**src/hw/rtl/pqls_pkg.sv**
```systemverilog
// Package: types, codes and the ordering function of the priority queue.
`timescale 1ns / 1ps

package pqls_pkg;

    localparam int DEPTH_DEFAULT = 64;
    localparam int VAL_W         = 32;
    localparam int PRI_W         = 16;
    localparam int OCC_W         = 7;

    // Transaction action
    typedef enum logic {
        ACT_ENQ = 1'b0,
        ACT_DEQ = 1'b1
    } t_action;

    // Result status
    typedef enum logic [1:0] {
        ST_OK    = 2'd0,
        ST_FULL  = 2'd1,
        ST_EMPTY = 2'd2
    } t_status;

    // One stored pair
    typedef struct packed {
        logic signed [PRI_W-1:0] pri;
        logic signed [VAL_W-1:0] val;
    } t_entry;

    // Broadcast command to every cell
    typedef struct packed {
        logic enq;
        logic deq;
    } t_cell_ctrl;

    // a is served no later than b: higher priority, then larger value
    function automatic logic entry_ge(input t_entry a, input t_entry b);
        logic pri_gt;
        logic pri_eq;
        logic val_ge;
        pri_gt = $signed(a.pri) > $signed(b.pri);
        pri_eq = a.pri == b.pri;
        val_ge = $signed(a.val) >= $signed(b.val);
        return pri_gt || (pri_eq && val_ge);
    endfunction

endpackage

```
**src/hw/rtl/pqls_cell.sv**
```systemverilog
// One slot of the sorted chain: holds an entry, inserts or shifts with its neighbours.
`timescale 1ns / 1ps

module pqls_cell (
    input  logic                i_clk,
    input  logic                i_rst_n,
    input  pqls_pkg::t_cell_ctrl i_ctrl,
    input  pqls_pkg::t_entry    i_new,
    input  pqls_pkg::t_entry    i_left_ent,
    input  logic                i_left_vld,
    input  logic                i_left_ge,
    input  pqls_pkg::t_entry    i_right_ent,
    input  logic                i_right_vld,
    output pqls_pkg::t_entry    o_ent,
    output logic                o_vld,
    output logic                o_ge
);

    pqls_pkg::t_entry r_ent;
    pqls_pkg::t_entry n_ent;
    logic             r_vld;
    logic             n_vld;

    // Stored entry stays ahead of the incoming one
    assign o_ge  = r_vld && pqls_pkg::entry_ge(r_ent, i_new);
    assign o_ent = r_ent;
    assign o_vld = r_vld;

    // Insert: keep, take the new entry, or take the left one; remove: take the right one
    always_comb begin
        n_ent = r_ent;
        n_vld = r_vld;
        if (i_ctrl.enq) begin
            if (!o_ge) begin
                n_ent = i_left_ge ? i_new : i_left_ent;
            end
            n_vld = r_vld || i_left_vld;
        end else if (i_ctrl.deq) begin
            n_ent = i_right_ent;
            n_vld = i_right_vld;
        end
    end

    // Valid flag
    always_ff @(posedge i_clk) begin
        if (!i_rst_n) begin
            r_vld <= 1'b0;
        end else begin
            r_vld <= n_vld;
        end
    end

    // Payload, no reset
    always_ff @(posedge i_clk) begin
        r_ent <= n_ent;
    end

endmodule

```
**config.mk**
```make
export PLATFORM = sky130hd
export DESIGN_NAME = pqls_cell
export DESIGN_NICKNAME = d
export VERILOG_FILES = /design/src/hw/rtl/pqls_pkg.sv /design/src/hw/rtl/pqls_cell.sv
export SDC_FILE = /design/constraint.sdc
export NUM_CORES = 1
export LEC_CHECK = 0
export BUFFER_PORTS_ARGS = -buffer_cell sky130_fd_sc_hd__buf_2
export CAP_MARGIN = 20
export CORE_ASPECT_RATIO = 0.7
export CORE_MARGIN = 4
export CORE_UTILIZATION = 46
export DETAILED_ROUTE_END_ITERATION = 10
export MAX_ROUTING_LAYER = met4
export PLACE_DENSITY_LB_ADDON = 0.2
export SLEW_MARGIN = 20
export SYNTH_ARGS = -nofsm -noshare
export SYNTH_HDL_FRONTEND = slang
export SYNTH_SLANG_ARGS = --single-unit
```
**constraint.sdc**
```tcl
create_clock -name i_clk -period 5.8 [get_ports i_clk]
set_input_delay 0.87 -clock i_clk [delete_from_list [all_inputs] [get_ports i_clk]]
set_output_delay 0.87 -clock i_clk [all_outputs]
set_load 0.01 [all_outputs]
```
# After elaboration in Yosys (flattened, before gate mapping)

Cells that the tools add are included.

Register bits: 49
Input bits: 151
Output and inout bits: 50
Word-level logic and storage cells: 19

$lt $le $gt $ge: 2
Equality and inequality tests: 2
Multiplexer cells: 6
Reduce and logical (&&, ||, !) cells: 6

Operators by type and width:

| operator                             | count |
|---|---|
| two-way mux 48 bit                   | 4 |
| greater-or-equal comparator 32 bit   | 1 |
| == test 16 bit                       | 1 |
| greater-than comparator 16 bit       | 1 |
| logical AND 1 bit                    | 2 |
| logical OR 1 bit                     | 2 |
| two-way mux 1 bit                    | 2 |
| != test 2 bit, second input constant | 1 |
| AND reduction 2 bit                  | 1 |
| nonzero test 2 bit                   | 1 |

# Logic depth before layout (Yosys ltp)

Depth after elaboration: 6
Mapped depth: 8
Mapped depth without buffers: 8

# Least setup slack after synthesis

No wires, ideal clock.

Path kind: input to register
Start: input i_new[45] (netlist name)
End: register r_ent (netlist bit o_ent[0]), enable pin
Setup time: 483 ps
Arrival time: 4652 ps
Required time: 5318 ps
Slack: 665 ps
Stages on the path: 8
Buffers on the path: 0
Path through: inv_1 -> ha_1 -> a21oi_1 -> o21ai_0 -> a311oi_1 -> nand4_1 -> o211a_1 -> a31oi_1

Word-level cells in the longest chain between the ends: 6
Elaborated cells between the ends (all ways): 7
Classes of those cells: 1 x order compare; 2 x eq/ne; 4 x reduce/logical

RTL lines:

| element                                                                                | line            | text |
|---|---|---|
| start, declared                                                                        | pqls_cell.sv:8  | `input pqls_pkg::t_entry i_new,` |
| parallel branches: the longest is 2 deep, another holds greater-than comparator 16 bit | -               |  |
| logical OR 1 bit *                                                                     | pqls_pkg.sv:44  | `return pri_gt \|\| (pri_eq && val_ge);` |
| logical AND 1 bit *                                                                    | pqls_cell.sv:25 | `assign o_ge = r_vld && pqls_pkg::entry_ge(r_ent, i_new);` |
| != test 2 bit (no line) *                                                              | -               |  |
| AND reduction 2 bit (no line) *                                                        | -               |  |
| end signal, assigned                                                                   | pqls_cell.sv:55 | `r_ent <= n_ent;` |
| end, declared                                                                          | pqls_cell.sv:19 | `pqls_pkg::t_entry r_ent;` |

Mark *: on every way between the ends.
A chain may end at the register's enable or synchronous reset.

# Worst setup path after layout

Start: input i_new[45] (netlist name)
End: register r_ent (netlist bit o_ent[41]), enable pin

Same word-level chain as after synthesis.

==> impl_metrics.yaml <==
floorplanning:
  io_pins: 201
  die_y_um: 83.3
  die-area_mm2: 0.00962
  rows: 27
  die_w_um: 116
  core_mm2: 0.00787
  start_util_pct: 47.3
sta:
  min_period_ns: 3.86
  hold_viol: 0
  fin_skew_ns: 0.00940
  drv_slew: 0
  tightest_slew_ns: 0.910
  max_clock_freq_ghz: 0.259
  slew_headroom_pct: 39.4
  rsz0062_at_grt: "false"
  finalCritPeriodShare_pct: 66.6
  setup_violations: 0
  finalSetupTns_ns: 0
grt:
  grt_usage_pct: 20.5
  grt_pass1_vias: 3506
  gr-total-overflow: 0
  grt_start_max_net_pins: 73
  antenna_found_initial: 0
  grt_pass1_wl_mm: 15.8
yosys:
  syn_inst: 393
  synth_area_leaders: "edfxtp_1 (39%), ha_1 (16%), mux2i_1 (13%)"
  synth_commonest_cells: "a21oi_1 (64), inv_1 (53), nor2_1 (52)"
  synth_edf_count: 48
  synth.distinct_cells: 35
  synth_top_area_share_pct: 38.7
  synth_top_area_cell: "edfxtp_1"
  yosysMostFrequentCell: "a21oi_1"
  syn_area_mm2: 0.00372
  yosysWarnings: 0
  avgSynthCellArea_um2: 9.47
  async_flop_share_pct: 0
  synth_nets: 592
  synth_flop_cell: "edfxtp_1"
  yosysSeqAreaShare_pct: 39.3
  ys_seq_elements: 49
min_path:
  worst_hold_startpoint: "o_vld"
  hold_path_class: "flop to flop"
  hold_path_end: "o_vld"
  hold-path-cell-count: 1
setup_path:
  cp_max_fo: 28
  r2r_slack_ns: 2.25
  path_class: "input port to flop"
  r2r-start: "o_ent[45]"
  reg2reg_depth: 8
  crit_top_cell: "nor4_1"
  critical_path.max_stage_delay_ns: 0.78
  worstPathArrival_ns: 3.82
  path_cells: "buf_2, inv_1, ha_1, nand4_2, nor4_1, o211ai_1, nor4_1, o2bb2ai_1, a31oi_4, buf_4"
  cp.required_ns: 5.76
  cp-start-kind: "input port"
  reg2reg_to: "o_ent[41]"
  slowest_stage: "a31oi_4"
  end_kind: "flop"
clocking:
  cts_setup_buffers: 0
  cts_buffer_depth: 2
  cts_buffers: 5
  cts_sinks: 49
  htreeDepth: 2
  clock_latency_ns: 0.28
  cts_tree: "yes"
  cts-resized-gates: 0
  hold_buffers: 0
  ctsRootBufferMaster: "clkbuf_16"
  path_clk_slew_ns: 0.06
route:
  drtIter0Drc: 98
  routedWlPerCell_um: 14.5
  vias_per_cell: 5.05
  drt-total-wl_mm: 9.98
  postRouteAntennaNets: 0
  drc: 0
  vias: 3466
  firstDrtPassIters: 4
outcome:
  outcome: "complete, no violations"
flow_run:
  maxCapViolCount: 0
place:
  place_congestion: 0.813
  place_hpwl_mm: 8.43
  dp.cells: 680
  portBuffers: 200
layout:
  nNetsFinal: 785
  layoutNonFillerInstCount: 687
  fill_cells: 709
  diodes: 0
  drive_gt1_share_pct: 36.0
  areaGrowthSynthToFinish_pct: 33.1
pwr:
  power_density_mw_per_mm2: 210
  p_leak_nw: 2.59
  ir_drop_mv: 0.118
==> where the power goes <==
| part | leakage (nW) | switching, W | internal [W] |
|---|---|---|---|
| registers | 0.482 | 0.0000210 | 0.000439 |
| logic | 2.04 | 0.000168 | 0.000143 |
| clock network | 0.0644 | 0.000111 | 0.000156 |
==> area by class of cell <==
| class | count | area, µm² | area share, % |
|---|---|---|---|
| flip-flops and latches | 49 | 1460 | 29.5 |
| clock inverters | 1 | 3.75 | 0.0758 |
| well taps | 101 | 126 | 2.55 |
| repair buffers | 203 | 1020 | 20.7 |
| multi-input cells | 274 | 2010 | 40.6 |
| clock buffers | 6 | 129 | 2.60 |
| inverters | 53 | 199 | 4.02 |
==> how the worst max path moves through the flow <==
stage	end	slack (ns)	start	depth (start not counted)
2_1_floorplan	o_ent[0]	0.67	i_new[45]	8
3_3_place_gp	o_ent[21]	1.82	i_new[0]	9
3_5_place_dp	o_ent[29]	1.58	i_new[45]	10
4_1_cts	o_ent[32]	1.87	i_new[45]	10
5_1_grt	o_ent[40]	1.67	i_new[45]	10
6_report	o_ent[41]	1.94	i_new[45]	10
==> state kept, by name, summed over array words and instances (netlist names) <==
register  flops
o_vld         1
o_ent        48
==> worst max-delay path: cells and delay by family <==
family / cells / cell delay (ns)
buf+inv: 3 / 0.55
fa+ha+maj: 1 / 0.32
compound gates: 3 / 1.16
simple gates: 3 / 0.90
==> through the flow <==
stage / setup WS, ns / hold WS, ns / area (µm²) / utilization (%) / power, W
finish: 1.94 / 0.580 / 4950 / 62.9 / 0.00104
global route: 1.67 / 0.612 / 4950 / 62.9 / 0.00111
CTS: 1.87 / 0.593 / 4950 / 62.9 / 0.00105
detailed placement: 1.58 / 0.584 / 4820 / 61.2 / 0.000782
global placement: 1.82 / 0.556 / 4820 / 61.2 / 0.000772
floorplan: 0.665 / 0.588 / 3720 / - / 0.000645
==> layer usage <==
layer / track usage [%] / share of wire, %
met5: - / 0
met4: 4.69 / 1.3
met3: 3.64 / 7.8
met2: 34.3 / 48
met1: 25.9 / 43
==> cell usage in the layout, fill, tap and decap left out, drive strengths merged, types with 2 or more instances in the layout <==
cell type,netlist,final
mux2i,48,48
nor2b,2,2
a21oi,64,64
nand3,3,3
nand2,9,9
o211ai,4,4
a211o,2,2
ha,48,48
a21o,3,3
o21ai,3,3
nor2,52,52
clkbuf,11,6
nor3,4,4
nand2b,3,3
buf,6,203
o22ai,2,2
nor4,3,3
nand4,11,11
or4,2,2
inv,53,53
edfxtp,48,48
==> kinds of logic after synthesis <==
| logic type | share of synthesized area [%] |
|---|---|
| compound gates | 13.3 |
| fa+ha+maj | 16.1 |
| buf+inv | 7.16 |
| flops | 39.3 |
| mux | 12.9 |
| simple gates | 11.2 |
(Power assumes the default switching activity.)
